===== config.mk =====
export PLATFORM = sky130hd
export DESIGN_NAME = krt_ctrl
export DESIGN_NICKNAME = d
export VERILOG_FILES = /design/src/sv/krt_pkg.sv /design/src/sv/krt_ctrl.sv
export SDC_FILE = /design/constraint.sdc
export NUM_CORES = 1
export LEC_CHECK = 0
export ABC_AREA = 1
export CORE_AREA = 4 4 41 43
export CTS_CLUSTER_DIAMETER = 80
export CTS_CLUSTER_SIZE = 28
export DETAILED_ROUTE_END_ITERATION = 16
export DIE_AREA = 0 0 45 47
export DONT_BUFFER_PORTS = 1
export PLACE_DENSITY = 0.3
export SETUP_SLACK_MARGIN = 0.3
export SLEW_MARGIN = 15
export SYNTH_ARGS = -nofsm -noshare
export SYNTH_HDL_FRONTEND = slang
export SYNTH_SLANG_ARGS = --single-unit

===== constraint.sdc =====
create_clock -name clk -period 1.69 [get_ports clk]
set_clock_uncertainty 0.2 [all_clocks]
set_input_delay 0.0845 -clock clk [delete_from_list [all_inputs] [get_ports clk]]
set_output_delay 0.0845 -clock clk [all_outputs]
set_load 0.01 [all_outputs]

===== src/sv/krt_pkg.sv =====
// Shared types and constants for the keyed record table.
// No dependencies; imported by every module of the block.
package krt_pkg;

  localparam int DEPTH      = 64;
  localparam int IDX_W      = $clog2(DEPTH);
  localparam int KEY_W      = 37;
  localparam int NAME_WORDS = 4;
  localparam int IN_DATA_W  = 376;
  localparam int OUT_DATA_W = 384;

  localparam logic [7:0]  GENDER_RESET = 8'h20;
  localparam logic [63:0] NAME_RESET   = 64'h0000_0000_4C4C_554E;

  typedef enum logic [1:0] {
    OP_INSERT = 2'd0,
    OP_CHANGE = 2'd1,
    OP_REMOVE = 2'd2,
    OP_SEARCH = 2'd3
  } op_t;

  typedef enum logic [2:0] {
    ST_OK        = 3'd0,
    ST_NOT_FOUND = 3'd1,
    ST_PRESENT   = 3'd2,
    ST_FULL      = 3'd3,
    ST_INVALID   = 3'd4
  } status_t;

  typedef struct packed {
    logic [NAME_WORDS-1:0][63:0] name;
    logic [31:0]                 salary;
    logic [7:0]                  gender;
    logic [7:0]                  age;
    logic [31:0]                 id;
  } payload_t;

  localparam payload_t PAYLOAD_RESET = '{
    name:   {64'd0, 64'd0, 64'd0, NAME_RESET},
    salary: 32'd0,
    gender: GENDER_RESET,
    age:    8'd0,
    id:     32'd0
  };

  typedef struct packed {
    logic capture;
    logic commit;
    logic load_rd;
  } cmd_t;

  typedef struct packed {
    logic rd_needed;
  } sts_t;

endpackage


===== src/sv/krt_ctrl.sv =====
// Controller for the keyed record table: sequences lookup, commit and read.
// Depends on krt_pkg; drives the datapath through cmd_t, reads sts_t.
module krt_ctrl (
  input  logic          clk,
  input  logic          rst_n,
  input  logic          in_tvalid,
  output logic          in_tready,
  output logic          out_tvalid,
  input  logic          out_tready,
  input  krt_pkg::sts_t sts,
  output krt_pkg::cmd_t cmd
);
  import krt_pkg::*;

  typedef enum logic [1:0] {
    S_IDLE,
    S_EXEC,
    S_READ
  } state_t;

  state_t state_r, state_nxt;
  logic   out_valid_r, out_valid_nxt;
  logic   slot_free;

  assign slot_free  = !out_valid_r || out_tready;
  assign in_tready  = (state_r == S_IDLE);
  assign out_tvalid = out_valid_r;

  always_comb begin
    state_nxt     = state_r;
    out_valid_nxt = out_valid_r && !out_tready;
    cmd           = '0;
    unique case (state_r)
      S_IDLE: begin
        if (in_tvalid) begin
          cmd.capture = 1'b1;
          state_nxt   = S_EXEC;
        end
      end
      S_EXEC: begin
        if (slot_free) begin
          cmd.commit = 1'b1;
          if (sts.rd_needed) begin
            out_valid_nxt = 1'b0;
            state_nxt     = S_READ;
          end else begin
            out_valid_nxt = 1'b1;
            state_nxt     = S_IDLE;
          end
        end
      end
      S_READ: begin
        cmd.load_rd   = 1'b1;
        out_valid_nxt = 1'b1;
        state_nxt     = S_IDLE;
      end
      default: state_nxt = S_IDLE;
    endcase
  end

  always_ff @(posedge clk) begin
    if (!rst_n) begin
      state_r     <= S_IDLE;
      out_valid_r <= 1'b0;
    end else begin
      state_r     <= state_nxt;
      out_valid_r <= out_valid_nxt;
    end
  end

endmodule


# Word level (Yosys, flattened, before mapping)
# Cells that the tools add are included.
[op_classes]
n_reduce_logical = 6
n_mux = 12
n_eq_ne = 4
[ops]
columns = ["cell", "count"]
rows = [
  ["1-bit two-way mux", 7],
  ["2-bit two-way mux", 3],
  ["2-bit != test (second input constant)", 2],
  ["2-bit case mux with 2 select lines", 1],
  ["2-bit by 1-bit equality test with 1-bit output (second input constant)", 1],
  ["2-bit equality test (second input constant)", 1],
  ["1-bit logical NOT", 2],
  ["2-bit logical NOT", 1],
  ["1-bit case mux with 2 select lines", 1],
  ["2-bit AND reduction", 1],
  ["1-bit logical AND", 1],
  ["1-bit logical OR", 1],
]
[word_totals]
in_bits = 5
out_inout_bits = 5
ff_bits = 3
wordCells = 24

# Depth between registers and ports, before layout
# Gate-level depths: netlist of the first run.
[depth]
depth_word = 4
ltp_mapped = 7

# Worst setup path after synthesis of the first run
# Ideal clock, no wire load.
[synth_timing]
path_type = "register -> register"
from = "register state_r[0]"
to = "register state_r[0]"
t_arrival_ps = 948
t_required_ps = 1420
synth_period_minus_slack_ps = 1217
setup_slack_ps = 473
path_stages_with_launch = 7
path_cell_list = "dfxtp_1 -> inv_1 -> ha_1 -> nand2_1 -> inv_1 -> nand2_1 -> a21oi_1"
[synth_between]
elab_chain_len = 3
elab_cells_between_ends = 6
cone_classes = "eq/ne: 3; mux: 1; reduce/logical: 2"
[synth_rtl]
columns = ["element", "line_no", "text"]
rows = [
  ["from (decl)", "krt_ctrl.sv:21", "state_t state_r, state_nxt;"],
  ["from (signal assigned)", "krt_ctrl.sv:66", "state_r <= state_nxt;"],
  ["2-bit logical NOT *", "-", ""],
  ["net in_tready", "krt_ctrl.sv:7", "output logic in_tready,"],
  ["2-bit != test (no line)", "-", ""],
  ["2-bit AND reduction (no line)", "-", ""],
]
# The timed path passes the listed nets; every way through them passes the cells marked *.
# A chain may end at the register's enable or synchronous reset.

==> results of run 1 <==
[how the worst max path moves through the flow]
stage                                   end  slack [ns]
finish                               cmd[1]        0.34
global route                         cmd[1]        0.29
CTS                                  cmd[1]        0.31
detailed placement  state_r[0]$_SDFFE_PN0P_        0.33
global placement    state_r[0]$_SDFFE_PN0P_        0.36
floorplan           state_r[0]$_SDFFE_PN0P_        0.47
[per-stage QoR]
stage / setup slack [ns] / cell area (um2) / std cells / hold WS, ns
global route: 0.293 / 319 / 57 / 0.281
finish: 0.341 / 319 / 57 / 0.275
global placement: 0.359 / 241 / 49 / 0.0606
CTS: 0.309 / 314 / 57 / 0.286
detailed placement: 0.334 / 241 / 49 / 0.0622
floorplan: 0.473 / 223 / 34 / 0.0358
[cells in the final DEF, fill, tap and decap left out, types with 2 or more instances in the layout]
cell type,n
a21oi_1,3
clkbuf_4,3
dfxtp_2,2
dlygate4sd3_1,4
ha_2,2
inv_1,7
nand2_1,10
nand2_2,2
[tightest hold or removal path, stage by stage (launching register included)]
cell     delay, ns
dfxtp_2       0.32
nand2_1       0.06
a21oi_1       0.05
[area by class of cell]
type | instances | area (um2) | area share (%)
clock buffer | 4 | 26.3 | 8.24
inverter | 9 | 33.8 | 10.6
multi-input combinational | 22 | 138 | 43.1
sequential | 3 | 62.6 | 19.6
tap | 15 | 18.8 | 5.88
timing repair buffer | 4 | 40.0 | 12.5
[timing repair]
| item | 4_1_cts | 5_1_grt |
|---|---|---|
| gates resized for setup | 3 | 4 |
| endpoints found under the hold margin | 3 | 0 |
| gates cloned | 0 | 0 |
| pin swaps | 0 | 0 |
| hold buffers | 4 | 0 |
| endpoints found under the setup margin | 2 | 4 |
[cell families after synthesis]
kind of cell,count (synthesis),share of synthesized area [%]
buf+inv,9,15.2
simple gates,15,30.9
flops,3,27.0
compound gates,4,10.1
fa+ha+maj,3,16.9
[power by group]
| group | internal, W | total, W | switching, W |
|---|---|---|---|
| sequential | 0.0000769 | 0.0000836 | 0.00000674 |
| combinational | 0.0000237 | 0.0000547 | 0.0000310 |
| clock | 0.0000885 | 0.000125 | 0.0000368 |
[flip-flops by register name, summed over array words and instances, names as in the netlist]
register / cells
state_r: 2
out_tvalid: 1
[per-layer routing]
metal / up-vias / track usage, % / part of all wire (%)
met5: - / 0 / 0
met4: 0 / 7.02 / 0
met3: 0 / 2.68 / 5.5
met2: 4 / 7.63 / 42
met1: 93 / 6.80 / 53
li1: 116 / - / -
==> metrics.txt, run 1 <==
run status=complete, no violations; Yosys top cell by area=dfxtp_1; area share of the largest cell type after synthesis=27.0%; largest cells by area after synthesis=dfxtp_1 27%, ha_1 17%, nand2_1 17%; Critical Path Sink Type=output pin; # DRC=0; DR iter-0 viols=1; Die Area=2120 um2; DP HPWL=between 400 and 500 um; later-pin clock latency in the skew report=0.23 ns; die height=approximately 47 um; max incr delay on CP=0.32 ns; WP buf/inv=1; core area=~1300 um2; Synth Register Bits=3; r2r startpoint=state_r[0]$_SDFFE_PN0P_; largest net degree at the start of global routing=5; Initial Util=17.1%; Post-synth top flop=dfxtp_1; total number of vias=between 200 and 250; number of enable flip-flop cells after synthesis=0; critical-path cell list=inv_1 -> ha_2 -> a21boi_2; Data required, critical path=1.41 ns; critical setup path kind=reg -> out; P&R area growth vs syn=43.3%; leakage power=0.151 nW; vias in the first global route=205; IO Port Bufs=0; Startpoint Class=flop; worst r2r dst=state_r[0]$_SDFFE_PN0P_; max cap viols=0; post-DR wirelength/cell=9.00 um; cell count after synthesis=34; GR Util All Layers=about 6%; post-route ant nets=0; hold path startpoint=state_r[1]$_SDFFE_PN0P_; Mapped Nets=42; Num CTS Buffers=3; worst setup path start=state_r[1]$_SDFFE_PN0P_; Worst Tran Pin Value=about 0.27 ns; Synth cell types=11; Top delay family on crit path=flip-flops; CTS clock-pin slew for the worst setup and hold paths=around 0.04 ns; Seq/Total Area, Yosys=27.0%; gpl congestion=around 0.64; CTS H-tree depth=1; 1st-pass router iterations=2; CTS Buffer Depth=2; io pins=10; Filler Cell Count=roughly 150; # setup viols final=0; GRT overflow=0; post-layout net count=a little over 50; pwr dens=~830 nW/um2; total power=~0.00026 W; Setup TNS=0 ns; R2R setup slack=0.42 ns; arrival time at the worst endpoint=between 1 and 1.5 ns; FMAX=741 MHz; clock sink total=3; worst-path maximum fanout=4; Detailed Route WL=513 um; Final min period=1.35 ns; Core Util, Final=approximately a quarter; Die W=45 um; synthesis warning total=0; Netlist Area Pre-Place=223 um2; CP Depth=3; std cell rows=13; post-synthesis async set-or-reset flop share=0%; Via density=3.74; Rel. slew slack=just over 80%; worst r2r path cells=6; unrepaired setup endpoints after global routing=false; share of layout cells above drive strength 1=28.6%; endpoints failing hold=0; Hold Path Stages=2; initial antenna violation count=0; count leader, synth=nand2_1; slowest CP cell=dfxtp_2; Synth top cells by count=10 x nand2_1, 8 x inv_1, 3 x a21oi_1, 3 x dfxtp_1, 3 x ha_1; first-pass GRT wire length=814 um; peak supply drop=284 uV; fin crit share=79.8%; CTS Root Cell=clkbuf_4; CTS tree=yes; hold endpoint=state_r[1]$_SDFFE_PN0P_; worst hold path type=reg -> reg; Final Max Slew Viols=0; diode count=0; post-CTS setup buffer count=0; Syn Area/Cell=6.55 um2
Power figures use the tool's default switching activity.
==> inputs of run 2 (changes only) <==
==> constraint.sdc (replaced) <==
create_clock -name clk -period 1.22 [get_ports clk]
set_clock_uncertainty 0.2 [all_clocks]
set_input_delay 0.061 -clock clk [delete_from_list [all_inputs] [get_ports clk]]
set_output_delay 0.061 -clock clk [all_outputs]
set_load 0.01 [all_outputs]
==> run 2 against run 1 <==
The flow now finishes with violations (hold timing, setup timing); combinational power grew 92%; first-iteration DRC count decreased by 100%; via count up 6.6%; global-route usage increased by 1.0 points; non-clock buffer count grew 2; flip-flop and latch count unchanged; worst hold slack worse by 0.36 ns; power grew 51%; register-to-register slack worse by 0.41 ns; sequential power increased by 44%; cell area up 22%; clock power increased by 38%.
==> metrics.txt, run 2 (synthesized netlist as in run 1, its figures left out) <==
CTS H-tree depth=1; arrival time at the worst endpoint=1.02 ns; max cap viols=0; critical-path cell list=buf_4 -> ha_1 -> buf_4; switching share of power=29.1%; leakage power=0.173 nW; CTS Root Cell=clkbuf_4; max reg flops=2; Worst Hold Slack=-0.0823 ns; Die W=45 um; Setup WS post-layout=-0.0599 ns; std cell rows=13; hold buffer count at CTS=2; Top delay family on crit path=flip-flops; Num CTS Buffers=3; Clk network pwr share=43.5%; Placed Cells=52; failing checks=hold timing, setup timing; worst-path maximum fanout=2; IO Port Bufs=0; largest net degree at the start of global routing=5; Filler Cell Count=151; Switch Pwr=0.000116 W; Die Area=2120 um2; CTS Buffer Depth=2; combinational share of power=about a quarter; 1st-pass router iterations=1; critical setup path kind=reg -> out; Initial Util=roughly 17%; Data required, critical path=between 0.9 and 1 ns; Flop pwr share=30.1%; Critical Path Sink Type=output pin; # DRC=0; share of layout cells above drive strength 1=54.5%; Biggest register=state_r; unrepaired setup endpoints after global routing=true; fin cells=approximately 60; internal power=0.000282 W; later-pin clock latency in the skew report=0.23 ns; Worst Tran Pin Value=between 0.15 and 0.2 ns; clock sink total=3; GRT overflow=0; core area=1300 um2; run status=complete, but fails checks; pwr dens=a little over 1000 nW/um2; GR Util All Layers=7.02%; max incr delay on CP=0.31 ns; CTS clock-pin slew for the worst setup and hold paths=0.04 ns; # setup viols final=3; DR iter-0 viols=0; WP buf/inv=2; slowest CP cell=dfxtp_2; die height=47 um; peak supply drop=325 uV; Rel. slew slack=about 90%; commonest non-fill, non-tap cell in the layout=nand2_1; P&R area growth vs syn=74.2%; fin crit share=105%; Startpoint Class=flop; most frequent cells in the layout=8 x nand2_1, 4 x inv_1, 4 x nand2_2; post-DR wirelength/cell=8.85 um; Final min period=1.28 ns; post-layout net count=53; initial antenna violation count=0; io pins=10; post-route ant nets=0; Final Max Slew Viols=0; FMAX=781 MHz; first-pass GRT wire length=1.03 mm; total number of vias=between 200 and 250; Via density=3.85; vias in the first global route=275; Detailed Route WL=522 um; CTS tree=yes; worst hold path type=in -> reg; DP HPWL=415 um; gpl congestion=between 0.6 and 0.7; endpoints failing hold=2; Crit path top cell by count=buf_4; Setup TNS=-0.143 ns; diode count=0
run 2: changes by cell type in the layout (fill, tap and decap cells not counted), moves of 2 or more:
cell	change
nand2_1	-2
buf_4	+3
ha_2	-2
inv_1	-3
dlygate4sd3_1	-2
dfxtp_4	+2
ha_4	+2
nand2_2	+2
inv_2	+2
run 2: tightest hold or removal path, delay by kind of cell:
family,cells,cell delay (ns)
buffers and inverters,1,0.03
AO/OA/AOI/OAI,1,0.05
AND/OR/NAND/NOR,3,0.16
run 2: power by group through the flow:
stage	clock network (W)	logic (W)	registers, W
global route	0.000198	0.000120	0.000121
floorplan	0	0.0000611	0.000115
global placement	0	0.0000788	0.000117
CTS	0.000185	0.000100	0.000120
detailed placement	0	0.0000780	0.000117
finish	0.000173	0.000105	0.000120
run 2: path summary, 6_finish.rpt:
kind | startpoint | endpoint | slack [ns] | cells past startpoint
worst min register to register | state_r[0]$_SDFFE_PN0P_ | state_r[0]$_SDFFE_PN0P_ | 0.33 | 2
worst max-delay path | state_r[1]$_SDFFE_PN0P_ | cmd[0] | -0.06 | 3
worst max register to register | state_r[0]$_SDFFE_PN0P_ | state_r[0]$_SDFFE_PN0P_ | 0.01 | 7
worst min-delay path | in_tvalid | state_r[1]$_SDFFE_PN0P_ | -0.08 | 5
run 2: area by class of cell:
type,count,area [um2],share of cell area (%)
Multi-Input combinational cell,22,184,47.4
Sequential cell,3,68.8,17.7
Timing Repair Buffer,6,53.8,13.9
Inverter,9,36.3,9.35
Clock buffer,4,26.3,6.77
Tap cell,15,18.8,4.84
run 2: repair_timing:
item                                   CTS  global route
pin swaps                                3             3
gates resized for setup                  9             5
endpoints found under the hold margin    3             2
setup endpoints to repair                8             8
buffers inserted                         1             0
run 2: per-layer routing:
| metal | global-route usage [%] | part of all wire (%) |
|---|---|---|
| met5 | 0 | 0 |
| met4 | 7.02 | 3.1 |
| met1 | 6.12 | 40 |
| met2 | 12.7 | 50 |
| met3 | 1.92 | 7.3 |
run 2: stage by stage:
step | cell area, um2 | worst slack [ns] | total power [W] | util, % | hold slack (ns)
global placement | 279 | -0.0286 | 0.000196 | 21.4 | 0.0264
floorplan | 238 | 0.0672 | 0.000176 | - | 0.00485
finish | 388 | -0.0599 | 0.000398 | 29.8 | -0.0823
detailed placement | 279 | -0.0236 | 0.000195 | 21.4 | 0.0287
CTS | 369 | -0.0786 | 0.000405 | 28.4 | -0.0939
global route | 388 | -0.117 | 0.000439 | 29.8 | -0.0521
